--- src/rtl/rbd_pkg.sv ---
// Shared constants, types and helpers of the RGB 4x4 box downsampler.
package rbd_pkg;

    localparam int MAX_WIDTH  = 2048;
    localparam int MAX_HEIGHT = 2048;

    localparam int DIM_W      = 12;
    localparam int SAMPLE_W   = 8;
    localparam int SUM_W      = 12;
    localparam int BLOCK_SHIFT = 2;

    localparam int COL_W      = $clog2(MAX_WIDTH);
    localparam int ROW_W      = $clog2(MAX_HEIGHT);
    localparam int BLOCK_COLS = MAX_WIDTH / 4;
    localparam int IDX_W      = $clog2(BLOCK_COLS);

    localparam int CNT_MAX_W  = (COL_W > ROW_W) ? COL_W : ROW_W;
    localparam int CALC_W     = ((CNT_MAX_W > DIM_W) ? CNT_MAX_W : DIM_W) + 1;

    localparam int APB_DATA_W = 32;
    localparam int PADDR_W    = 3;
    localparam int REG_IDX_W  = 1;

    localparam logic [SUM_W-1:0]  ROUND_BIAS     = SUM_W'(8);
    localparam logic [DIM_W-1:0]  WIDTH_RESET    = DIM_W'(640);
    localparam logic [DIM_W-1:0]  HEIGHT_RESET   = DIM_W'(480);

    typedef enum logic [REG_IDX_W-1:0] {
        REG_FRAME_WIDTH  = 1'b0,
        REG_FRAME_HEIGHT = 1'b1
    } reg_idx_t;

    typedef struct packed {
        logic [SAMPLE_W-1:0] red;
        logic [SAMPLE_W-1:0] green;
        logic [SAMPLE_W-1:0] blue;
    } pixel_t;

    // Red in the low bits, then green, then blue.
    typedef struct packed {
        logic [SUM_W-1:0] blue;
        logic [SUM_W-1:0] green;
        logic [SUM_W-1:0] red;
    } sums_t;

    typedef struct packed {
        logic             in_range;
        logic             fresh;
        logic             last;
        logic             done;
        logic [IDX_W-1:0] idx;
    } pos_t;

    // Clamp a programmed dimension: zero acts as one, oversize acts as the maximum.
    function automatic logic [CALC_W-1:0] eff_dim(input logic [DIM_W-1:0] v,
                                                  input logic [CALC_W-1:0] maxv);
        logic [CALC_W-1:0] ext;
        ext = CALC_W'(v);
        if (ext == '0)
        begin
            return CALC_W'(1);
        end
        else if (ext > maxv)
        begin
            return maxv;
        end
        return ext;
    endfunction

    function automatic logic [SUM_W-1:0] add_sample(input logic [SUM_W-1:0] base,
                                                    input logic [SAMPLE_W-1:0] samp);
        return base + SUM_W'(samp);
    endfunction

endpackage

--- src/rtl/rbd_apb_regs.sv ---
// APB configuration registers: frame width and frame height.
module rbd_apb_regs import rbd_pkg::*;
(
    input  logic                  clk,
    input  logic                  rst_n,
    input  logic                  psel,
    input  logic                  penable,
    input  logic                  pwrite,
    input  logic [PADDR_W-1:0]    paddr,
    input  logic [APB_DATA_W-1:0] pwdata,
    output logic [APB_DATA_W-1:0] prdata,
    output logic                  pready,
    output logic [DIM_W-1:0]      frame_width,
    output logic [DIM_W-1:0]      frame_height
);

    logic [DIM_W-1:0] width_reg;
    logic [DIM_W-1:0] width_next;
    logic [DIM_W-1:0] height_reg;
    logic [DIM_W-1:0] height_next;
    logic             wr_en;
    reg_idx_t         reg_idx;

    assign pready  = 1'b1;
    assign wr_en   = psel & penable & pwrite & pready;
    assign reg_idx = reg_idx_t'(paddr[PADDR_W-1:2]);

    always_comb
    begin
        width_next  = width_reg;
        height_next = height_reg;
        if (wr_en)
        begin
            case (reg_idx)
                REG_FRAME_WIDTH:  width_next  = pwdata[DIM_W-1:0];
                REG_FRAME_HEIGHT: height_next = pwdata[DIM_W-1:0];
                default:          ;
            endcase
        end
    end

    always_comb
    begin
        case (reg_idx)
            REG_FRAME_WIDTH:  prdata = APB_DATA_W'(width_reg);
            REG_FRAME_HEIGHT: prdata = APB_DATA_W'(height_reg);
            default:          prdata = '0;
        endcase
    end

    always_ff @(posedge clk or negedge rst_n)
    begin
        if (!rst_n)
        begin
            width_reg  <= WIDTH_RESET;
            height_reg <= HEIGHT_RESET;
        end
        else
        begin
            width_reg  <= width_next;
            height_reg <= height_next;
        end
    end

    assign frame_width  = width_reg;
    assign frame_height = height_reg;

endmodule

--- config.mk ---
export PLATFORM = sky130hd
export DESIGN_NAME = rbd_apb_regs
export DESIGN_NICKNAME = d
export VERILOG_FILES = /design/src/rtl/rbd_pkg.sv /design/src/rtl/rbd_apb_regs.sv
export SDC_FILE = /design/constraint.sdc
export NUM_CORES = 1
export LEC_CHECK = 0
export BUFFER_PORTS_ARGS = -buffer_cell sky130_fd_sc_hd__buf_2
export CORE_ASPECT_RATIO = 1.75
export CORE_MARGIN = 3
export CORE_UTILIZATION = 43
export DETAILED_ROUTE_END_ITERATION = 8
export GPL_TIMING_DRIVEN = 0
export PLACE_DENSITY = 0.95
export SETUP_SLACK_MARGIN = 0.05
export SLEW_MARGIN = 15
export SYNTH_ARGS = -nofsm -noshare
export SYNTH_HDL_FRONTEND = slang
export SYNTH_SLANG_ARGS = --single-unit
export TNS_END_PERCENT = 50
--- constraint.sdc ---
create_clock -name clk -period 2.6 [get_ports clk]
set_clock_uncertainty 0.15 [all_clocks]
set_input_delay 0.26 -clock clk [delete_from_list [all_inputs] [get_ports clk]]
set_output_delay 0.26 -clock clk [all_outputs]
set_load 0.02 [all_outputs]
; ---- Word level (Yosys, flattened, before mapping)
; Index checks and enable logic that the tools add are counted.
[classes]
n_mux = 1
n_bitwise = 3
reduce_logical = 2
[ops]
columns = cell, count
row1 = $pmux W32 S2, 1
row2 = $reduce_and A2 Y1, 2
row3 = $and A1 B1 Y1, 2
row4 = $not A1 Y1, 1
[word_totals]
reg_bits = 24
in_bits = 40
elab_cells = 8

; ---- Depth between registers and ports, before layout
; Gate-level depths: netlist of run 1.
[depth]
depth_word = 3
depth_mapped = 3
mapped_depth_nobuf = 2

; ---- Least setup slack after synthesis of run 1
; Ideal clock, no wire load.
[synth_timing]
path_kind = input port to output port
startpoint = input port paddr[2]
endpoint = output port prdata[0]
t_arrival_ps = 852
setup_slack_ps = 1338
stages = 2
n_path_buf = 1
path_cell_list = buf_2 -> mux2_2
[synth_via]
elab_chain_cells = 2
[synth_rtl]
columns = element, line
row1 = "start, declared", rbd_apb_regs.sv:9  ; input logic [PADDR_W-1:0] paddr,
row2 = $not A1 Y1, n/a
row3 = $pmux W32 S2 (*), rbd_apb_regs.sv:44  ; case (reg_idx)
row4 = "end, declared", rbd_apb_regs.sv:11  ; output logic [APB_DATA_W-1:0] prdata,
; Mark *: on every way between the ends. The rest lies on a longest branch, timed or not. The select of a mux whose other input is x is not followed.

; ---- Worst setup path after layout of run 1
[layout_timing]
startpoint = input port paddr[2]
endpoint = output port prdata[1]
; Same word-level chain as after synthesis.

==> qor.yml, run 1 <==
min_path_cells: 2
hold_path_class: "primary input to flop"
post-route-min-period_ps: 1620
ys_top_cells_by_area: "dfrtp_1 35%, mux2_2 23%, dfstp_2 12%"
setup_violations: 0
holdWs_ps: 90.7
grt_pass1_wl_um: 4100
synth-seq-cells: 24
ioPinCount: 97
die_w_um: 47.2
diodes: 0
avgSynthCellArea_um2: 14.5
crit_path_max_incr_delay_ps: 370
drc: 0
synth_top_area_share_pct: 35.2
drv_cap: 0
fin_nets: 206
syn-cell-area_mm2: 0.00128
hpwl_um: 2090
cts_buffer_depth: 2
synthMuxAreaShare_pct: 34.6
wl_per_cell_um: 13.8
io_buffer_count: 53
vdd_drop_max_mv: 0.479
cts_tree: "done"
grt_pass1_vias: 882
fmax_mhz: 618
cp_common_cell: "buf_2"
yosys.area_share.simple_pct: 2.83
syn_to_final_growth_pct: 34.0
first_iter_violations: 20
reg2reg_setup_slack_ps: 1660
post-route-period-util_pct: 62.2
worstSetupPathType: "primary input to primary output"
slew_headroom_pct: 63.7
power_leakage_nw: 0.954
fp.coreArea_mm2: 0.00278
clkSlewWorstSetupHoldPaths_ps: 80
rsz0062_at_grt: "no"
gr-total-overflow: 0
final_hold_viol_count: 0
ys_seq_area_share_pct: 47.5
cts_root_buf: "clkbuf_8"
worst_pin_slew_ps: 544
cts_buffers: 3
ys_async_sr_fraction_pct: 100
clk_latency_ps: 260
yosysWarnings: 0
routed_wl_um: 2640
hp-start: "pwdata[6]"
synthAdderAreaFrac_pct: 0
slowest_stage: "mux2_2"
via_per_inst: 4.68
cts_resized: 0
antenna_left: 0
grt_max_degree: 25
slew_violations: 0
crit_required_ps: 2190
yosysTopAreaCell: "dfrtp_1"
ys_top_cells_by_count: "26 x mux2_2, 21 x buf_4, 18 x dfrtp_1"
critPathMaxFanout: 10
rr_worst_depth: 1
drt_first_pass_iters: 2
drive_gt1_share_pct: 75.8
synth_xor_area_share_pct: 0
htree_num_levels: 1
antenna_found_initial: 0
synth_top_family_by_area: "multiplexers"
num_vias: 898
worstPathBufferInverterCount: 3
arrival_ps: 1210
rows: 25
grt_usage_pct: 15.2
dieArea_mm2: 0.00369
synth_ff_type: "dfrtp_1"
cp_cell_sequence: "buf_2, buf_2, mux2_2, buf_2"
synth_most_common_cell: "mux2_2"
setup_tns_ps: 0
yosysUniqueCellTypes: 10
r2r_end: "frame_height[3]"
cp-end-kind: "primary output"
r2r_start: "frame_height[3]"
postSynthCellCount: 88
worstHoldEndpoint: "frame_height[6]"
worstSetupStartpointType: "primary input"
place.gp.congestion: 0.725
die_y_um: 78.2
cts.sinks: 24
outcome: "finished, final reports clean"
synth_edf_count: 0
cpLargestDelayFamily: "buffers and inverters"
synth_compound_area_share_pct: 0
p_per_area_mw_per_mm2: 768
start_util_pct: 46.0
## what timing repair did
action | 4_1_cts | 5_1_grt
hold buffers | 1 | 0
buffers inserted | 0 | 0
endpoints found under the hold margin | 18 | 0
## layout by cell type, fill, tap and decap left out
master and instances:
dfrtp_1 18, mux2_2 26, buf_4 21, buf_6 2, dlygate4sd3_1 1, conb_1 21, nand4b_4 1, buf_2 54
dfstp_2 6, nand4_2 1, mux2_4 10, clkbuf_8 4
## worst max path at each step
| stage | end | depth (start not counted) | startpoint | slack [ps] |
|---|---|---|---|---|
| after floorplan | prdata[0] | 2 | paddr[2] | 1340 |
| after global placement | prdata[8] | 4 | paddr[2] | 970 |
| after detailed placement | prdata[6] | 4 | paddr[2] | 960 |
| after CTS | prdata[6] | 4 | paddr[2] | 950 |
| after global routing | prdata[4] | 4 | paddr[2] | 910 |
| final | prdata[1] | 4 | paddr[2] | 980 |
## cell families after synthesis
group | count (synthesis)
simple gates | 2
buf+inv | 24
flops | 24
mux | 36
other cells | 2
## routing by layer
metal  share of wire, %  wire (um)  track usage [%]  up-vias
met5                  0          0                0        -
met4                1.0         27             4.16        0
li1                   -          -                -      415
met1                 36        949             17.0      426
met2                 54       1420             27.7       53
met3                9.4        247             2.29        4
## report_power, final
part / total [mW] / internal [mW] / switching [mW]
logic: 0.538 / 0.237 / 0.302
clock network: 0.250 / 0.135 / 0.115
registers: 0.530 / 0.471 / 0.0584
## metrics by stage
step / instance area, um2 / std cells / setup slack [ps] / total power, mW / utilization (%)
2_1_floorplan: 1350 / 107 / 1340 / 0.898 / -
3_3_place_gp: 1650 / 187 / 968 / 1.06 / 59.3
3_5_place_dp: 1650 / 187 / 958 / 1.08 / 59.3
4_1_cts: 1720 / 192 / 954 / 1.33 / 61.6
5_1_grt: 1720 / 192 / 914 / 1.39 / 61.6
6_report: 1720 / 192 / 982 / 1.32 / 61.6
## layout make-up
class                           instances  area (um2)
Fill cell                             247        1070
Clock buffer                            4        55.1
Timing Repair Buffer                   54         275
Buffer                                 24         185
Multi-Input combinational cell         59         558
Tap cell                               27        33.8
Sequential cell                        24         608
## sequential cells by signal, indices dropped and copies added (netlist names)
signal        cells
frame_height     12
frame_width      12
(Power assumes the default switching activity.)
==> run 2, diff against run 1 <==
Settings changed: CORE_UTILIZATION 43 to 36, PLACE_DENSITY 0.95 to 0.86.
Clock period 2.6 ns to 1.4 ns, I/O delays scaled along.
==> run 2 against run 1 <==
Against the previous run:
- sequential share of layout area fell by 6.4 points
- cell area rose by 22%
- die area rose by 17%
- clock-buffer cell count fell by 1
- power rose by 120%
- flip-flop and latch count did not move
- routed wire length rose by 25%
- clock power rose by 140%
- setup slack got worse by 960 ps
- core utilization barely moved
- largest cell class is now buffers
- largest power group unchanged
- highest routed layer unchanged
==> qor.yml, run 2 (synthesized netlist as in run 1, its figures left out) <==
outcome: "finished, final reports clean"
place.gp.congestion: 0.691  # -4.6%
dieArea_mm2: 0.00434  # +17%
clk_latency_ps: 260  # about the same
p_per_area_mw_per_mm2: 1400  # +82%
die_w_um: 51.1  # +8.1%
die_y_um: 84.9  # +8.6%
grtUsageMet3_pct: 1.76  # -0.54 points
grtUsageMet2_pct: 29.8  # +2.2 points
cts_tree: "done"
setup_violations: 0  # unchanged
drive_gt1_share_pct: 72.6  # -3.1 points
post-route-period-util_pct: 98.7
final.setup.worst_slack_ps: 17.5  # -964 ps
pre_cts_ws_ps: 1.57  # -956 ps
crit_required_ps: 1110  # -1080 ps
num_vias: 1001  # +11%
vdd_drop_max_mv: 0.842  # +76%
cts_buffer_depth: 2  # unchanged
cts_buffers: 3  # unchanged
worst_pin_slew_ps: 524  # -19.9 ps
grt_max_degree: 25  # unchanged
layout_commonest_cell: "buf_2"
ioPinCount: 97  # unchanged
fmax_mhz: 723
grt_pass1_wl_um: 4820  # +18%
slew_violations: 0  # unchanged
cts.sinks: 24  # unchanged
via_per_inst: 4.26  # -8.9%
final_cell_mix: "41 x buf_2, 34 x buf_4, 21 x mux2_4, 21 x conb_1, 18 x dfrtp_1"
arrival_ps: 1090  # -120 ps
drc: 0  # unchanged
worstSetupPathType: "flop to primary output"
io_buffer_count: 53  # unchanged
hold_path_class: "primary input to flop"
hpwl_um: 2030  # -2.6%
grt_usage_pct: 14.6  # -0.62 points
drv_cap: 0  # unchanged
drt_first_pass_iters: 2  # unchanged
grt_use_met1_pct: 14.9  # -2.1 points
htree_num_levels: 1  # unchanged
post-route-min-period_ps: 1380
final_hold_viol_count: 0  # unchanged
slew_headroom_pct: 65.0  # +1.3 points
antenna_left: 0  # unchanged
rsz0062_at_grt: "yes"
gr-total-overflow: 0  # unchanged
start_util_pct: 37.7  # -8.3 points
clkSlewWorstSetupHoldPaths_ps: 90  # about the same
rows: 28  # +12%
antenna_found_initial: 0  # unchanged
routed_wl_um: 3290  # +25%
fp.coreArea_mm2: 0.00340  # +22%
wl_per_cell_um: 14.0  # +1.8%
cp-end-kind: "primary output"
diodes: 0  # unchanged
worstSetupStartpointType: "flop"
syn_to_final_growth_pct: 63.6
first_iter_violations: 9  # -55%
cts_root_buf: "clkbuf_8"
fin_util_pct: 61.6  # about the same
critPathMaxFanout: 3  # -7
power_mw: 2.93  # +120%
power_leakage_nw: 1.14  # +20%
top_usage_layer: "met2"
grt_pass1_vias: 1060  # +20%
fin_nets: 231  # +12%
==> run 2: cell count changes in the layout (fill, tap and decap cells not counted), moves of 11 or more <==
cell | before | now
buf_2 | 54 | 41
buf_4 | 21 | 34
buf_6 | 2 | 15
dlygate4sd3_1 | 1 | 13
mux2_2 | 26 | 15
mux2_4 | 10 | 21
==> run 2: layout make-up <==
type	instances	area, um2
fillers	262	1300
flip-flops and latches	24	608
multi-input cells	59	599
repair buffers	79	568
plain buffers	24	191
well taps	45	56.3
clock buffers	3	41.3
clock inverters	1	30.0
==> run 2: routing by layer <==
layer / up-vias / routed length, um
met1: 474 / 1060
met2: 59 / 1970
met5: - / 0
met3: 3 / 236
li1: 465 / -
met4: 0 / 21
==> run 2: worst paths after layout <==
| kind | start | endpoint | slack (ps) | depth (start not counted) |
|---|---|---|---|---|
| setup / recovery | frame_height[6] | prdata[6] | 20 | 2 |
| hold / removal | penable | frame_width[5] | 130 | 3 |
| setup reg to reg | frame_width[10] | frame_width[10] | 340 | 2 |
| hold reg to reg | frame_width[5] | frame_width[5] | 380 | 1 |
| max in group asynchronous | rst_n | frame_height[8] | 480 | 2 |
| min in group asynchronous | rst_n | frame_width[10] | 260 | 2 |
==> run 2: where the power goes <==
part           internal [mW]  switching (mW)  total, mW
Clock                  0.382           0.218      0.600
Combinational          0.707           0.644       1.35
Sequential             0.875           0.103      0.978
==> run 2: timing repair <==
action | 4_1_cts | 5_1_grt
resized for setup | 20 | 17
setup endpoints to repair | 12 | 12
setup buffers | 9 | 4
gates cloned | 0 | 0
endpoints found under the hold margin | 42 | 0
hold buffers | 13 | 0
==> run 2: through the flow <==
stage | setup TNS, ps | instance area (um2) | hold WS, ps | cells
global route | -42.3 | 2090 | 132 | 235
CTS | 0 | 2010 | 124 | 231
global placement | 0 | 1670 | -5.11 | 205
finish | 0 | 2090 | 134 | 235
floorplan | 0 | 1350 | -306 | 107
detailed placement | 0 | 1670 | -1.77 | 205
==> run 2: critical path, cell delays in order (launching register included) <==
cell,delay [ps]
dfstp_2,560
mux2_4,160
buf_6,110
==> run 3, diff against run 2 <==
--- a/config.mk
+++ b/config.mk
@@ -10,7 +10,8 @@
 export CORE_MARGIN = 3
-export CORE_UTILIZATION = 36
+export CORE_UTILIZATION = 23
 export DETAILED_ROUTE_END_ITERATION = 8
 export GPL_TIMING_DRIVEN = 0
-export PLACE_DENSITY = 0.86
+export PLACE_DENSITY = 0.63
 export SETUP_SLACK_MARGIN = 0.05
+export SKIP_CTS_REPAIR_TIMING = 1
 export SLEW_MARGIN = 15
==> constraint.sdc (replaced) <==
create_clock -name clk -period 1.4 [get_ports clk]
set_clock_uncertainty 0.15 [all_clocks]
set_input_delay 0.28 -clock clk [delete_from_list [all_inputs] [get_ports clk]]
set_output_delay 0.28 -clock clk [all_outputs]
set_load 0.02 [all_outputs]
==> run 3 against run 2 <==
Against the previous run:
- critical path depth did not move
- register-to-register slack improved by 30 ps
- largest cell class unchanged
- the flow now finishes with violations (negative setup slack)
- sequential share of layout area rose by 1.9 points
- cell area fell by 6.1%
- critical path type unchanged
- highest routed layer unchanged
- power fell by 8.6%
- routed wire length fell by 8.5%
- setup slack got worse by 130 ps
==> qor.yml, run 3 (synthesized netlist as in run 1, its figures left out) <==
drive_gt1_share_pct: 75.9  # +3.3 points
grt_pass1_wl_um: 4680  # -3.0%
drc: 0  # unchanged
arrival_ps: 1090  # about the same
gr-total-overflow: 0  # unchanged
regArea_um2: 608  # unchanged
layout_commonest_cell: "buf_2"
multi_input_area_um2: 584  # -2.5%
fp.coreArea_mm2: 0.00534  # +57%
grt_usage_pct: 8.89  # -5.7 points
power_mw: 2.68  # -8.6%
clkSlewWorstSetupHoldPaths_ps: 90  # about the same
fillers: 570  # +120%
via_per_inst: 3.70  # -13%
p_per_area_mw_per_mm2: 1360  # -2.6%
hpwl_um: 2150  # +5.6%
antenna_found_initial: 0  # unchanged
first_iter_violations: 14  # +5
power_leakage_nw: 1.04  # -8.8%
grt_pass1_vias: 913  # -14%
drv_cap: 0  # unchanged
final.setup.worst_slack_ps: -116  # -133 ps
cts_buffer_depth: 2  # unchanged
final_hold_viol_count: 0  # unchanged
routed_wl_um: 3010  # -8.5%
io_buffer_count: 53  # unchanged
rows: 35  # +25%
worstSetupPathType: "flop to primary output"
cp_cell_sequence: "mux2_4, buf_6"
slew_headroom_pct: 61.9  # -3.1 points
crit_path_max_incr_delay_ps: 570  # about the same
syn_to_final_growth_pct: 53.7
grt_max_degree: 25  # unchanged
worstPathBufferInverterCount: 1  # unchanged
diodes: 0  # unchanged
antenna_left: 0  # unchanged
fin_util_pct: 36.8  # -25 points
worstSetupStartpointType: "flop"
path_depth: 2  # unchanged
slew_violations: 0  # unchanged
hold_path_class: "primary input to flop"
cp-end-kind: "primary output"
ioPinCount: 97  # unchanged
post-route-period-util_pct: 108  # +9.5 points
rsz0062_at_grt: "yes"
setup_violations: 12  # +12
clk_latency_ps: 260  # about the same
dieArea_mm2: 0.00653  # +51%
critPathMaxFanout: 3  # unchanged
final_cell_mix: "32 x buf_2, 28 x buf_4, 21 x buf_6, 21 x conb_1, 19 x mux2_2"
vdd_drop_max_mv: 0.402  # -52%
cpLargestDelayFamily: "flip-flops"
violations: "negative setup slack"
die_y_um: 105  # +23%
start_util_pct: 24.0  # -14 points
worst_pin_slew_ps: 571  # +47.0 ps
num_vias: 903  # -9.8%
outcome: "finished, violations left"
cts_root_buf: "clkbuf_8"
fmax_mhz: 660  # -8.8%
fin_nets: 211  # -8.7%
min_path_cells: 2  # -1
place.gp.congestion: 0.659  # -4.7%
die_w_um: 62.4  # +22%
rr_worst_depth: 2  # unchanged
slowest_stage: "dfstp_2"
cts.sinks: 24  # unchanged
crit_required_ps: 970  # -140 ps
wl_per_cell_um: 12.3  # -12%
cts_buffers: 3  # unchanged
cts_tree: "done"
htree_num_levels: 1  # unchanged
post-route-min-period_ps: 1520  # +133 ps
drt_first_pass_iters: 2  # unchanged
run 3: layer usage:
metal | wire length (um) | track usage (%)
met5 | 0 | 0
met4 | 12 | 2.37
met3 | 197 | 1.83
met2 | 1710 | 16.5
met1 | 1090 | 10.2
run 3: worst reg2reg max path: stages (launching register included):
cell,delay (ps)
dfrtp_1,400
buf_4,130
mux2_4,250
run 3: where the power goes:
group	leakage [nW]	internal (mW)	switching (mW)	total, mW
registers	0.279	0.876	0.118	0.994
logic	0.742	0.667	0.593	1.26
clock network	0.0228	0.203	0.221	0.424
run 3: path summary, 6_finish.rpt:
path                            startpoint  slack [ps]               end
setup / recovery           frame_height[5]        -120         prdata[5]
hold / removal                  pwdata[10]         100  frame_height[10]
setup reg to reg           frame_height[2]         370   frame_height[2]
hold reg to reg             frame_width[1]         380    frame_width[1]
max in group asynchronous            rst_n         330    frame_width[9]
min in group asynchronous            rst_n         390  frame_height[10]
run 3: final cells by class:
type	instances	area share [%]
plain buffers	24	10.2
clock buffers	4	2.29
multi-input cells	59	29.7
flip-flops and latches	24	30.9
well taps	74	4.71
repair buffers	59	22.2
run 3: stage by stage:
step | cells | worst slack, ps | cell area, um2 | TNS [ps] | hold WS [ps]
floorplan | 107 | 97.9 | 1350 | 0 | -166
global placement | 234 | -317 | 1710 | -3070 | 152
detailed placement | 234 | -323 | 1710 | -3180 | 165
CTS | 238 | -325 | 1750 | -3470 | -129
global route | 244 | -160 | 1970 | -1840 | 101
finish | 244 | -116 | 1970 | -1230 | 105
