$ cat src/rtl/rbd_pkg.sv
// Shared constants, types and helpers of the RGB 4x4 box downsampler.
package rbd_pkg;

    localparam int MAX_WIDTH  = 2048;
    localparam int MAX_HEIGHT = 2048;

    localparam int DIM_W      = 12;
    localparam int SAMPLE_W   = 8;
    localparam int SUM_W      = 12;
    localparam int BLOCK_SHIFT = 2;

    localparam int COL_W      = $clog2(MAX_WIDTH);
    localparam int ROW_W      = $clog2(MAX_HEIGHT);
    localparam int BLOCK_COLS = MAX_WIDTH / 4;
    localparam int IDX_W      = $clog2(BLOCK_COLS);

    localparam int CNT_MAX_W  = (COL_W > ROW_W) ? COL_W : ROW_W;
    localparam int CALC_W     = ((CNT_MAX_W > DIM_W) ? CNT_MAX_W : DIM_W) + 1;

    localparam int APB_DATA_W = 32;
    localparam int PADDR_W    = 3;
    localparam int REG_IDX_W  = 1;

    localparam logic [SUM_W-1:0]  ROUND_BIAS     = SUM_W'(8);
    localparam logic [DIM_W-1:0]  WIDTH_RESET    = DIM_W'(640);
    localparam logic [DIM_W-1:0]  HEIGHT_RESET   = DIM_W'(480);

    typedef enum logic [REG_IDX_W-1:0] {
        REG_FRAME_WIDTH  = 1'b0,
        REG_FRAME_HEIGHT = 1'b1
    } reg_idx_t;

    typedef struct packed {
        logic [SAMPLE_W-1:0] red;
        logic [SAMPLE_W-1:0] green;
        logic [SAMPLE_W-1:0] blue;
    } pixel_t;

    // Red in the low bits, then green, then blue.
    typedef struct packed {
        logic [SUM_W-1:0] blue;
        logic [SUM_W-1:0] green;
        logic [SUM_W-1:0] red;
    } sums_t;

    typedef struct packed {
        logic             in_range;
        logic             fresh;
        logic             last;
        logic             done;
        logic [IDX_W-1:0] idx;
    } pos_t;

    // Clamp a programmed dimension: zero acts as one, oversize acts as the maximum.
    function automatic logic [CALC_W-1:0] eff_dim(input logic [DIM_W-1:0] v,
                                                  input logic [CALC_W-1:0] maxv);
        logic [CALC_W-1:0] ext;
        ext = CALC_W'(v);
        if (ext == '0)
        begin
            return CALC_W'(1);
        end
        else if (ext > maxv)
        begin
            return maxv;
        end
        return ext;
    endfunction

    function automatic logic [SUM_W-1:0] add_sample(input logic [SUM_W-1:0] base,
                                                    input logic [SAMPLE_W-1:0] samp);
        return base + SUM_W'(samp);
    endfunction

endpackage

$ cat src/rtl/rbd_position.sv
// Raster position counters and per-pixel block flags.
module rbd_position import rbd_pkg::*;
(
    input  logic             clk,
    input  logic             rst_n,
    input  logic             advance,
    input  logic [DIM_W-1:0] frame_width,
    input  logic [DIM_W-1:0] frame_height,
    output pos_t             pos
);

    logic [COL_W-1:0]  col_reg;
    logic [COL_W-1:0]  col_next;
    logic [ROW_W-1:0]  row_reg;
    logic [ROW_W-1:0]  row_next;
    logic [CALC_W-1:0] w;
    logic [CALC_W-1:0] h;
    logic [CALC_W-1:0] w_blk;
    logic [CALC_W-1:0] h_blk;
    logic [CALC_W-1:0] col_ext;
    logic [CALC_W-1:0] row_ext;
    logic [CALC_W-1:0] col_inc;
    logic [CALC_W-1:0] row_inc;

    assign w       = eff_dim(frame_width,  CALC_W'(MAX_WIDTH));
    assign h       = eff_dim(frame_height, CALC_W'(MAX_HEIGHT));
    assign w_blk   = w >> BLOCK_SHIFT;
    assign h_blk   = h >> BLOCK_SHIFT;
    assign col_ext = CALC_W'(col_reg);
    assign row_ext = CALC_W'(row_reg);
    assign col_inc = col_ext + CALC_W'(1);
    assign row_inc = row_ext + CALC_W'(1);

    always_comb
    begin
        pos.in_range = (col_ext < (w_blk << BLOCK_SHIFT)) && (row_ext < (h_blk << BLOCK_SHIFT));
        pos.fresh    = (col_reg[1:0] == 2'b00) && (row_reg[1:0] == 2'b00);
        pos.last     = (col_reg[1:0] == 2'b11) && (row_reg[1:0] == 2'b11);
        pos.done     = ((col_ext >> BLOCK_SHIFT) == (w_blk - CALC_W'(1)))
                    && ((row_ext >> BLOCK_SHIFT) == (h_blk - CALC_W'(1)));
        pos.idx      = col_reg[IDX_W+BLOCK_SHIFT-1:BLOCK_SHIFT];
    end

    // Wrap the column at the row end, the row at the frame end.
    always_comb
    begin
        col_next = col_reg;
        row_next = row_reg;
        if (advance)
        begin
            if (col_inc >= w)
            begin
                col_next = '0;
                row_next = (row_inc >= h) ? '0 : ROW_W'(row_inc);
            end
            else
            begin
                col_next = COL_W'(col_inc);
            end
        end
    end

    always_ff @(posedge clk or negedge rst_n)
    begin
        if (!rst_n)
        begin
            col_reg <= '0;
            row_reg <= '0;
        end
        else
        begin
            col_reg <= col_next;
            row_reg <= row_next;
        end
    end

endmodule

$ cat config.mk
export PLATFORM = sky130hd
export DESIGN_NAME = rbd_position
export DESIGN_NICKNAME = d
export VERILOG_FILES = /design/src/rtl/rbd_pkg.sv /design/src/rtl/rbd_position.sv
export SDC_FILE = /design/constraint.sdc
export NUM_CORES = 1
export LEC_CHECK = 0
export BUFFER_PORTS_ARGS = -buffer_cell sky130_fd_sc_hd__buf_2
export CAP_MARGIN = 20
export CORE_ASPECT_RATIO = 1.1
export CORE_MARGIN = 1.5
export CORE_UTILIZATION = 54
export CTS_CLUSTER_SIZE = 28
export DETAILED_ROUTE_END_ITERATION = 6
export HOLD_SLACK_MARGIN = 0.03
export PLACE_DENSITY = 0.8
export SYNTH_ARGS = -nofsm -noshare
export SYNTH_HDL_FRONTEND = slang
export SYNTH_SLANG_ARGS = --single-unit
$ cat constraint.sdc
create_clock -name clk -period 2.8 [get_ports clk]
set_input_delay 0.14 -clock clk [delete_from_list [all_inputs] [get_ports clk]]
set_output_delay 0.14 -clock clk [all_outputs]
set_load 0.005 [all_outputs]
## After elaboration in Yosys (flattened, before gate mapping)

Cells that the tools add are included.

| word-level totals | value |
|---|---|
| flip-flop bits (word level) | 22 |
| bits of input ports | 27 |
| logic and storage cells | 37 |

| operators by class | value |
|---|---|
| $add $sub $neg | 4 |
| order comparisons | 6 |
| eq/ne operators | 4 |
| mux-type cells | 12 |
| reductions and logical operators | 9 |

Operator list:

| kind | number |
|---|---|
| $mux W13 | 6 |
| $eq A9 B13 Y1 | 2 |
| $ge A12 B13 Y1 | 2 |
| $lt A11 B13 Y1 | 2 |
| $add A11 B1 Y12 const B | 2 |
| $gt A12 B12 Y1 const B | 2 |
| $logic_not A12 Y1 | 2 |
| $sub A11 B1 Y12 const B | 2 |
| $mux W11 | 2 |
| $eq A2 B2 Y1 const B | 2 |
| $logic_and A1 B1 Y1 | 4 |
| $logic_not A2 Y1 | 2 |
| $mux W1 | 4 |
| $reduce_and A2 Y1 | 1 |

## Depth between registers and ports, before layout

Gate-level depths: netlist of run 1.

| depth | value |
|---|---|
| depth in word-level cells | 7 |
| mapped depth | 13 |
| gate-level depth less buffers | 13 |

## Worst setup path after synthesis of run 1

Ideal clock, no wire load.

| timing path | value |
|---|---|
| kind | register to register |
| start | register col_reg[4] |
| end | register row_reg[7] |
| setup time | 0.126 ns |
| data arrival time | 2.727 ns |
| data required time | 2.674 ns |
| path slack | -0.053 ns |
| cell stages (with the launch flop) | 13 |
| period minus slack after synthesis | 2.853 ns |
| cell sequence | dfrtp_1 -> and3_1 -> and3_1 -> clkbuf_1 -> and3_1 -> and3_1 -> ha_1 -> o211ai_1 -> a21oi_1 -> a211oi_1 -> or3_1 -> clkbuf_1 -> a221o_1 |

| between the ends | value |
|---|---|
| cells in the longest elaborated chain, start to end | 3 |

RTL lines:

| element | RTL line | RTL |
|---|---|---|
| start: declaration | rbd_position.sv:12 | `logic [COL_W-1:0] col_reg;` |
| start signal: assignment | rbd_position.sv:72 | `col_reg <= col_next;` |
| $add A11 B1 Y12 | rbd_position.sv:31 | `assign col_inc = col_ext + CALC_W'(1);` |
| $ge A12 B13 Y1 | rbd_position.sv:51 | `if (col_inc >= w)` |
| $reduce_and A2 Y1 (no line) | -- |  |
| end signal: assignment | rbd_position.sv:73 | `row_reg <= row_next;` |
| end: declaration | rbd_position.sv:14 | `logic [ROW_W-1:0] row_reg;` |

Every way passes these cells.
A chain may end at the register's enable or synchronous reset.

## Worst setup path after layout of run 1

| timing path | value |
|---|---|
| start | register row_reg[1] |
| end | register row_reg[7] |

| between the ends | value |
|---|---|
| cells in the longest elaborated chain, start to end | 3 |

RTL lines:

| element | RTL line | RTL |
|---|---|---|
| $add A11 B1 Y12 * | rbd_position.sv:32 | `assign row_inc = row_ext + CALC_W'(1);` |
| $ge A12 B13 Y1 | rbd_position.sv:54 | `row_next = (row_inc >= h) ? '0 : ROW_W'(row_inc);` |
| $mux W11 * | rbd_position.sv:54 |  |

Every way passes the cells marked *; elsewhere a longest branch is shown, timed or not.

==> metrics.md, run 1 <==
| Metric | Value |
|---|---|
| Outcome | finished, final reports clean |
| Maximum clock frequency | 0.3577 GHz |
| Post-synth EDFFs | 0 |
| Initial Util | 0.5694 |
| Most common cell in the netlist | ha_1 |
| Gr ovfl total | 0 |
| First-pass GRT wire length | 14.46 mm |
| Critical path's slowest cell | o31ai_4 |
| Placed cell count | 526 |
| Async SR Flop Fraction | 1.000 |
| Total of max-cap violations | 0 |
| Final Max Tran Viols | 0 |
| Crit start category | flop |
| Pwr per Cell Area | 476.4 mW/mm^2 |
| Yosys cell types | 53 |
| Vias in the first global route | 3235 |
| Filler cells | 421 |
| Antenna viol nets, final | 0 |
| Predominant post-synthesis flop cell | dfrtp_1 |
| Chip width | 75.61 um |
| DRT iter0 DRCs | 118 |
| CP endpoint kind | flop |
| Post-synth top cells | ha_1 (48), nand2_1 (37), xnor2_1 (26), a21oi_1 (22), dfrtp_1 (22) |
| Core ar. | about 0.0055 mm^2 |
| CTS clk-pin slew, worst paths | roughly 0.090 ns |
| Worst-path cell chain | ha_2, and3_4, and3_4, nand3_4, xnor2_2, ha_1, nand4_1, o31ai_4, buf_6, a21oi_2, a221o_1 |
| Synth top area cells | ha_1 (19%), dfrtp_1 (18%), xnor2_1 (7.3%), nand2_1 (4.4%), a21oi_1 (3.5%) |
| Nets@finish | between 500 and 600 |
| Post-layout util | 0.7320 |
| Final setup viols | 0 |
| Worst-case clock buffer depth | 2 |
| DIE AREA | 0.006266 mm^2 |
| Measured slew at the worst slew-check pin | just under 0.6 ns |
| Final Hold Viols | 0 |
| Synth Instances | 395 |
| DRT Pass-1 Iters | 4 |
| Die Y | roughly 83 um |
| Hold crit path type | primary input to flop |
| GRT Total Usage | 0.2905 |
| Top cell type's share of synthesized area | 0.1918 |
| Power Total | 0.001918 W |
| Num rows | 28 |
| Mapped cell area | 0.003132 mm^2 |
| #FFs+latches synth | 22 |
| Post-Syn Nets | 470 |
| CTS buffer count | 3 |
| Largest net degree at the start of global routing | 23 |
| Setup Skew | 0.006202 ns |
| Cell Count, Final, Fillers Out | 544 |
| Port Buffers | 39 |
| CP max FO | 5 |
| Area Overhead vs Synth | 28.57% |
| Share of layout cells above drive strength 1 | 0.3198 |
| Largest stage delay, worst path | 0.42 ns |
| Placer Congestion | about 0.96 |
| Via density per instance | about 6.2 |
| Post-detail-place hpwl | 6.942 mm |
| WS Path Type | flop to flop |
| TritonCTS clock tree | yes |
| Top-Level Pins | 40 |
| WP buf/inv | 1 |
| Setup ws final | roughly 0.0042 ns |
| Clock latency on the worst-skew pair | 0.27 ns |
| Mean Syn Cell Area | 7.928 um^2 |
| Wirelength per Cell | 18.43 um |
| Via count | around 3400 |
| Worst Path Required | 2.97 ns |
| Relative slew slack | 0.6062 |
| Unrepaired setup endpoints after global routing | yes |
| Tmin final | 2.796 ns |
| Final wirelength | 10.03 mm |
| Crit path top cell by count | and3_4 |
| Initial antenna violation count | 0 |
| Clock root buffer | clkbuf_8 |
| Clk sink count | 22 |
| Seq/Total Area, Yosys | 0.1758 |
| Post-place setup slack | -0.2742 ns |
| Largest area contributor in the netlist | ha_1 |
| Worst VDD drop | about 350 uV |
| CP arrival | 2.96 ns |
| CTS H-tree depth | 1 |
| Yosys warns | 0 |
| P_leak | 1.890 nW |
| Family with the most delay on the worst path | compound AO/OA/AOI/OAI gates |
| Tcrit/Tclk final | 0.9985 |
| # DRC | 0 |
| Antenna Cells | 0 |
## worst paths after layout
kind | startpoint | endpoint | slack [ns] | depth (start not counted)
min | advance | col_reg[4] | 0.26 | 3
max in group asynchronous | rst_n | row_reg[8] | 2.09 | 2
min reg2reg | row_reg[8] | row_reg[8] | 0.59 | 2
max reg2reg | row_reg[1] | row_reg[7] | 0.004 | 11
max | row_reg[1] | row_reg[7] | 0.004 | 11
min in group asynchronous | rst_n | row_reg[9] | 0.37 | 2
## logic make-up (layout without fill, tap and decap cells)
family	Yosys count	in the layout	synth area share
buffers and inverters	48	122	0.06911
AND/OR/NAND/NOR	146	146	0.2449
adder cells (fa/ha/maj)	48	48	0.1918
multiplexers	4	4	0.01358
AO/OA/AOI/OAI	90	90	0.1954
flip-flops	22	22	0.1758
XOR/XNOR	37	37	0.1095
## tightest hold or removal path: stages
cell	delay, ns
buf_2	0.21
nand2_1	0.10
o2bb2ai_1	0.05
## through the flow
stage / hold WS, ns / TNS [ns] / instance area, um^2
finish: 0.2640 / 0 / 4026
global route: 0.2700 / -0.6553 / 4026
CTS: 0.2559 / 0 / 3769
detailed placement: 0.1363 / -2.127 / 3625
global placement: 0.1229 / -1.077 / 3625
floorplan: -0.1556 / 0 / 3136
## where the power goes
group	internal (W)	switching (W)
logic	0.000583	0.000656
registers	0.000379	0.0000577
clock network	0.000126	0.000116
## layer usage
| layer | vias up | track usage | part of all wire |
|---|---|---|---|
| met1 | 1635 | 0.3316 | 0.38 |
| li1 | 1574 | - | - |
| met5 | - | 0 | 0 |
| met2 | 137 | 0.5175 | 0.52 |
| met3 | 49 | 0.04248 | 0.048 |
| met4 | 0 | 0.1218 | 0.052 |
## timing repair
| action | in CTS | in global routing |
|---|---|---|
| resized for setup | 15 | 38 |
| endpoints found under the hold margin | 22 | 0 |
| hold buffers | 1 | 0 |
| cloned | 0 | 0 |
| setup buffers | 2 | 11 |
| pin swaps | 4 | 24 |
| setup endpoints to repair | 11 | 22 |
## cells in the final DEF, fill, tap and decap left out, drive strengths merged, types with 2 or more instances in the layout
master and n:
nand3b 3, or4 4, nand2 37, nand2b 6, mux2i 2, xnor2 26
a21o 3, xor2 10, inv 18, a21oi 22, o21ai 20, o21a 6
clkbuf 4, a221o 5, and2 3, nor4 6, ha 48, nor3b 3
o31ai 7, o211ai 5, or2 3, a221oi 2, mux2 2, a22o 5
nor2 19, a211oi 3, a2111oi 2, o2111a 2, nand3 19, o2bb2ai 2
nor3 11, nor2b 8, or3 5, dfrtp 22, and3 14, buf 99
nand4 2
## final cells by class
cell class / instances / area (um^2) / share of cell area
inverters: 18 / 67.56 / 0.01678
clock buffers: 4 / 55.05 / 0.01367
flip-flops and latches: 22 / 550.5 / 0.1367
well taps: 75 / 93.84 / 0.02331
repair buffers: 100 / 663.1 / 0.1647
multi-input cells: 325 / 2596 / 0.6448
Note: power is estimated with default switching activity, not from simulation.
==> inputs of run 2 (changes only) <==
--- a/config.mk
+++ b/config.mk
@@ -7,7 +7,7 @@
 export LEC_CHECK = 0
 export BUFFER_PORTS_ARGS = -buffer_cell sky130_fd_sc_hd__buf_2
 export CAP_MARGIN = 20
-export CORE_ASPECT_RATIO = 1.1
+export CORE_ASPECT_RATIO = 0.7
 export CORE_MARGIN = 1.5
 export CORE_UTILIZATION = 54
 export CTS_CLUSTER_SIZE = 28
==> run 2 against run 1 <==
- the run now ends with negative setup slack left
- final cell count grew 0.37%
- register-to-register slack is essentially flat
- via count is 1.6% higher
- critical path depth is 2 higher
- worst setup slack worse by 0.011 ns
- utilization rose by 0.77 points
- highest routed layer unchanged
==> metrics.md, run 2 (synthesized netlist as in run 1, its figures left out) <==
| Metric | Value |
|---|---|
| CP max FO | 6 |
| Crit path depth | 13 |
| Tmin final | roughly 2.8 ns |
| Crit path from | row_reg[0] |
| Failing checks | negative setup slack |
| Maximum clock frequency | 0.3563 GHz |
| Most frequent cells in the layout | buf_4 (65), ha_1 (44), buf_2 (39), nand2_1 (37) |
| DRT iter0 DRCs | between 300 and 400 |
| Wirelength per Cell | 18.18 um |
| Antenna Cells | 0 |
| Placed cell count | 538 |
| Cell Count, Final, Fillers Out | 546 |
| CP endpoint | row_reg[6] |
| Clock root buffer | clkbuf_8 |
| CP arrival | 2.96 ns |
| Clock share of power | 0.106 |
| # DRC | 0 |
| Final setup TNS | -0.01755 ns |
| Reg2reg path depth | 13 |
| Crit start category | flop |
| Gr ovfl total | 0 |
| Share of power burned in registers | 0.235 |
| First-pass GRT wire length | 15.09 mm |
| Worst R2R Start | row_reg[0] |
| Antenna viol nets, final | 0 |
| Chip width | about 94 um |
| Critical path's slowest cell | dfrtp_1 |
| Clock latency on the worst-skew pair | 0.26 ns |
| Combinational share of power | 0.660 |
| CTS H-tree depth | 1 |
| Unrepaired setup endpoints after global routing | yes |
| Vias in the first global route | just over 3000 |
| CTS buffer count | 3 |
| DRT Pass-1 Iters | 5 |
| Area Overhead vs Synth | 28.09% |
| TritonCTS clock tree | yes |
| Reg2Reg Capture Point | row_reg[6] |
| Worst VDD drop | between 400 and 500 uV |
| Initial Util | 0.5775 |
| Via count | 3448 |
| Nets@finish | 551 |
| Worst Path Required | 2.95 ns |
| Share of layout cells above drive strength 1 | 0.3165 |
| Commonest non-fill, non-tap cell in the layout | buf_4 |
| Pwr per Cell Area | roughly 470 mW/mm^2 |
| Worst-path cell chain | ha_2, and3_4, and3_4, nand3_2, xnor2_2, ha_1, nand4_1, o21ai_1, a21oi_2, o31ai_4, a21oi_2, buf_4, a221o_1 |
| Reg2Reg Setup Slack | -0.007 ns |
| Hold crit path type | primary input to flop |
| Core ar. | 0.005423 mm^2 |
| Initial antenna violation count | 0 |
| Outcome | finished, violations left |
| Post-place setup slack | -0.1664 ns |
| P_int | 0.001060 W |
| DIE AREA | 0.006273 mm^2 |
| Post-detail-place hpwl | 7.472 mm |
| Final Hold Viols | 0 |
| Family with the most delay on the worst path | compound AO/OA/AOI/OAI gates |
| Switching Share | 0.4407 |
| Final setup viols | 3 |
| Die Y | 66.72 um |
| WS Path Type | flop to flop |
| P_leak | 1.920 nW |
| CP endpoint kind | flop |
| Final Max Tran Viols | 0 |
| Tcrit/Tclk final | 1.002 |
| Largest net degree at the start of global routing | 23 |
| Largest stage delay, worst path | 0.42 ns |
| WP buf/inv | 1 |
| Clk sink count | 22 |
| Placer Congestion | 0.9671 |
| GRT Total Usage | 0.3117 |
| CTS clk-pin slew, worst paths | 0.08 ns |
| Worst-case clock buffer depth | 2 |
| NetSw | 0.0008347 W |
| Measured slew at the worst slew-check pin | 0.5333 ns |
| Relative slew slack | 0.6445 |
| Num rows | 22 |
| Fin Hold WS | about 0.26 ns |
| Via density per instance | 6.315 |
| Setup Skew | 0.006123 ns |
| Setup ws final | -0.006739 ns |
| Total of max-cap violations | 0 |
| Top-Level Pins | 40 |
| Port Buffers | 39 |
| Final wirelength | around 9.9 mm |
## run 2: changes by cell type in the layout (fill, tap and decap cells not counted), moves of 2 or more
cell     before  now
o21ai_0      18   14
and3_4        9    6
buf_4        58   65
o21ai_1       1    6
and3_1        5    7
## run 2: through the flow
stage	cell area, um^2	utilization	power [W]
finish	4011	0.7397	0.001894
global route	4011	0.7397	0.002026
CTS	3854	0.7107	0.001802
detailed placement	3734	0.6885	0.001548
global placement	3734	0.6885	0.001505
floorplan	3136	-	0.001136
## run 2: worst register-to-register path: stages, from the launching register on
cell and delay, ns:
dfrtp_1 0.42, ha_2 0.21, and3_4 0.18, and3_4 0.18
nand3_2 0.09, xnor2_2 0.15, ha_1 0.33, nand4_1 0.17
o21ai_1 0.22, a21oi_2 0.07, o31ai_4 0.11, a21oi_2 0.12
buf_4 0.15, a221o_1 0.28
## run 2: worst min-delay path by stage
stage | from | end | slack (ns) | cells after the start
3_3_place_gp | rst_n | col_reg[5] | 0.14 | 1
5_1_grt | advance | col_reg[3] | 0.29 | 3
6_report | advance | col_reg[3] | 0.26 | 3
4_1_cts | advance | col_reg[3] | 0.25 | 3
3_5_place_dp | rst_n | col_reg[6] | 0.14 | 1
2_1_floorplan | rst_n | col_reg[0] | -0.16 | 0
## run 2: repair_timing
action	4_1_cts	5_1_grt
pin swaps	1	12
endpoints found under the setup margin	13	17
resized for setup	16	31
hold buffers	1	0
endpoints found under the hold margin	22	0
setup buffers	2	2
## run 2: metal layers
metal / up-vias / track usage / share of wire
met5: - / 0 / 0
met1: 1656 / 0.4492 / 0.46
met2: 177 / 0.4918 / 0.45
li1: 1593 / - / -
met3: 22 / 0.02854 / 0.075
met4: 0 / 0.09515 / 0.020
## run 2: layout make-up
cell class	instances	area [um^2]
Multi-Input combinational cell	325	2557
Fill cell	371	1411
Inverter	18	67.56
Sequential cell	22	550.5
Timing Repair Buffer	106	704.4
Tap cell	72	90.09
Clock buffer	3	41.29
## run 2: power groups by stage
stage / clock network, W / logic [W] / registers (W)
final: 0.000200 / 0.00125 / 0.000445
after global routing: 0.000218 / 0.00136 / 0.000450
after CTS: 0.000206 / 0.00116 / 0.000433
after detailed placement: 0 / 0.00111 / 0.000439
after global placement: 0 / 0.00107 / 0.000433
after floorplan: 0 / 0.000676 / 0.000460
==> inputs of run 3 (changes only) <==
--- a/config.mk
+++ b/config.mk
@@ -7,9 +7,11 @@
 export LEC_CHECK = 0
 export BUFFER_PORTS_ARGS = -buffer_cell sky130_fd_sc_hd__buf_2
 export CAP_MARGIN = 20
+export CELL_PAD_IN_SITES_DETAIL_PLACEMENT = 2
+export CELL_PAD_IN_SITES_GLOBAL_PLACEMENT = 2
 export CORE_ASPECT_RATIO = 0.7
-export CORE_MARGIN = 1.5
-export CORE_UTILIZATION = 54
+export CORE_MARGIN = 8
+export CORE_UTILIZATION = 32
 export CTS_CLUSTER_SIZE = 28
 export DETAILED_ROUTE_END_ITERATION = 6
 export HOLD_SLACK_MARGIN = 0.03
==> run 3 against run 2 <==
- the run still ends with negative setup slack left
- routed wire length is 54% higher
- non-clock buffer count is 16 higher
- sequential share of layout area is 1.2 points lower
==> metrics.md, run 3 (synthesized netlist as in run 1, its figures left out) <==
| Metric | Value |
|---|---|
| Clock latency on the worst-skew pair | 0.27 ns |
| Most frequent cells in the layout | buf_4 (79), ha_1 (42), buf_2 (39), nand2_1 (37), dfrtp_1 (22) |
| GRT Total Usage | 0.2079 |
| Initial Util | 0.3259 |
| # DRC | 0 |
| Share of layout cells above drive strength 1 | 0.3727 |
| Area Overhead vs Synth | 39.91% |
| Vias in the first global route | 3973 |
| Nets@finish | roughly 570 |
| Post-detail-place hpwl | 10.85 mm |
| Final wirelength | 15.29 mm |
| Filler cells | 1110 |
| Chip width | around 130 um |
| Measured slew at the worst slew-check pin | 0.5827 ns |
| Crit start category | flop |
| Maximum clock frequency | 0.3445 GHz |
| DRT iter0 DRCs | around 170 |
| Cell area after layout | approximately 0.0044 mm^2 |
| P_leak | 2.047 nW |
| Num rows | 30 |
| Relative slew slack | 0.6080 |
| Routed wl met2 | roughly 7.3 mm |
| DRT Pass-1 Iters | 4 |
| Die Y | 98.77 um |
| Worst VDD drop | 342.9 uV |
| Clk sink count | 22 |
| Final Max Tran Viols | 0 |
| CTS clk-pin slew, worst paths | 0.07 ns |
| Critical path's slowest cell | dfrtp_1 |
| Max Used Layer | met4 |
| Unrepaired setup endpoints after global routing | yes |
| Placer Congestion | 0.8489 |
| Worst-path cell chain | and3_4, nand3_4, nor2_2, and3_4, xnor2_2, inv_1, ha_2, a2111oi_4, o21ai_2, a21oi_2, o31ai_4, a21oi_2, buf_6, a221o_1 |
| Hold crit path type | primary input to flop |
| CTS buffer count | 3 |
| CP arrival | 3.10 ns |
| Fin Hold WS | 0.2932 ns |
| WL met1 | 7.152 mm |
| Clock root buffer | clkbuf_16 |
| Antenna Cells | 0 |
| Post-layout util | 0.4560 |
| Antenna viol nets, final | 0 |
| TritonCTS clock tree | yes |
| DIE AREA | 0.01326 mm^2 |
| Outcome | finished, violations left |
| Final setup viols | 11 |
| Via density per instance | 5.598 |
| Core ar. | between 0.009 and 0.01 mm^2 |
| Setup Skew | 0.005238 ns |
| Via count | 3465 |
| Placed cell areas | 0.003834 mm^2 |
| Largest net degree at the start of global routing | 23 |
| CTS H-tree depth | 1 |
| CP endpoint kind | flop |
| Worst-case clock buffer depth | 2 |
| Setup ws final | -0.1031 ns |
| WP buf/inv | 2 |
| Initial antenna violation count | 0 |
| Gr ovfl total | 0 |
| CP max FO | 5 |
| Top-Level Pins | 40 |
| Largest stage delay, worst path | 0.40 ns |
| First-pass GRT wire length | ~22 mm |
| Met3 wire len | between 500 and 600 um |
| Tmin final | 2.903 ns |
| Port Buffers | 39 |
| Wirelength per Cell | between 20 and 25 um |
| Commonest non-fill, non-tap cell in the layout | buf_4 |
| Pwr per Cell Area | 550.6 mW/mm^2 |
| Total of max-cap violations | 0 |
| Worst Path Required | 3.00 ns |
| Failing checks | negative setup slack |
| Family with the most delay on the worst path | compound AO/OA/AOI/OAI gates |
| Final Hold Viols | 0 |
| Tcrit/Tclk final | 1.037 |
| WS Path Type | flop to flop |
run 3: changes by cell type in the layout (fill, tap and decap cells not counted), sizes merged:
cell    before  now
bufinv       0    1
buf        105  121
run 3: what timing repair did:
| action | in CTS | in global routing |
|---|---|---|
| hold buffers | 1 | 0 |
| setup endpoints to repair | 18 | 18 |
| endpoints found under the hold margin | 22 | 0 |
| resized for setup | 40 | 32 |
| pin swaps | 13 | 27 |
| cloned | 0 | 0 |
| buffers inserted | 10 | 7 |
run 3: area by class of cell:
class	instances	area, um^2	area share
Tap cell	128	160.2	0.03655
Clock buffer	3	75.07	0.01713
Sequential cell	22	550.5	0.1256
Timing Repair Buffer	122	835.8	0.1907
Inverter	18	67.56	0.01542
Multi-Input combinational cell	325	2663	0.6077
Clock inverter	1	30.03	0.006853
run 3: power breakdown:
part / switching [W] / total, W / internal (W)
clock: 0.000140 / 0.000425 / 0.000285
combinational: 0.000858 / 0.00155 / 0.000688
sequential: 0.0000629 / 0.000443 / 0.000380
total: 0.00106 / 0.00241 / 0.00135
run 3: metrics by stage:
step                      total power (W)  TNS [ns]  setup slack [ns]  instances
after floorplan                  0.001136         0           0.01879        395
after global placement           0.001585   -0.2175          -0.04706        598
after detailed placement         0.001700    -3.669           -0.3789        598
after CTS                        0.002229         0          0.002648        613
after global routing             0.002546    -2.142           -0.2106        619
final                            0.002413   -0.7622           -0.1031        619
run 3: final timing paths:
kind	start	endpoint	slack, ns	cells past startpoint
worst min-delay path	advance	col_reg[4]	0.29	3
max in group asynchronous	rst_n	row_reg[6]	2.02	2
worst max-delay path	row_reg[1]	row_reg[2]	-0.10	14
worst max register to register	row_reg[1]	row_reg[2]	-0.10	14
worst min register to register	col_reg[5]	col_reg[5]	0.66	1
min in group asynchronous	rst_n	col_reg[5]	0.40	2
run 3: layer usage:
layer  up-vias  global-route usage
met4         0             0.05159
met3        19             0.03404
met5         -                   0
met1      1745              0.2772
li1       1618                   -
met2        83              0.3404
run 3: worst reg2reg max path: cells and delay by family (launching register included):
kind            cells  cell delay (ns)
fa+ha+maj           1             0.22
flops               1             0.40
simple gates        4             0.71
xor+xnor            1             0.15
buf+inv             2             0.24
compound gates      6             1.10
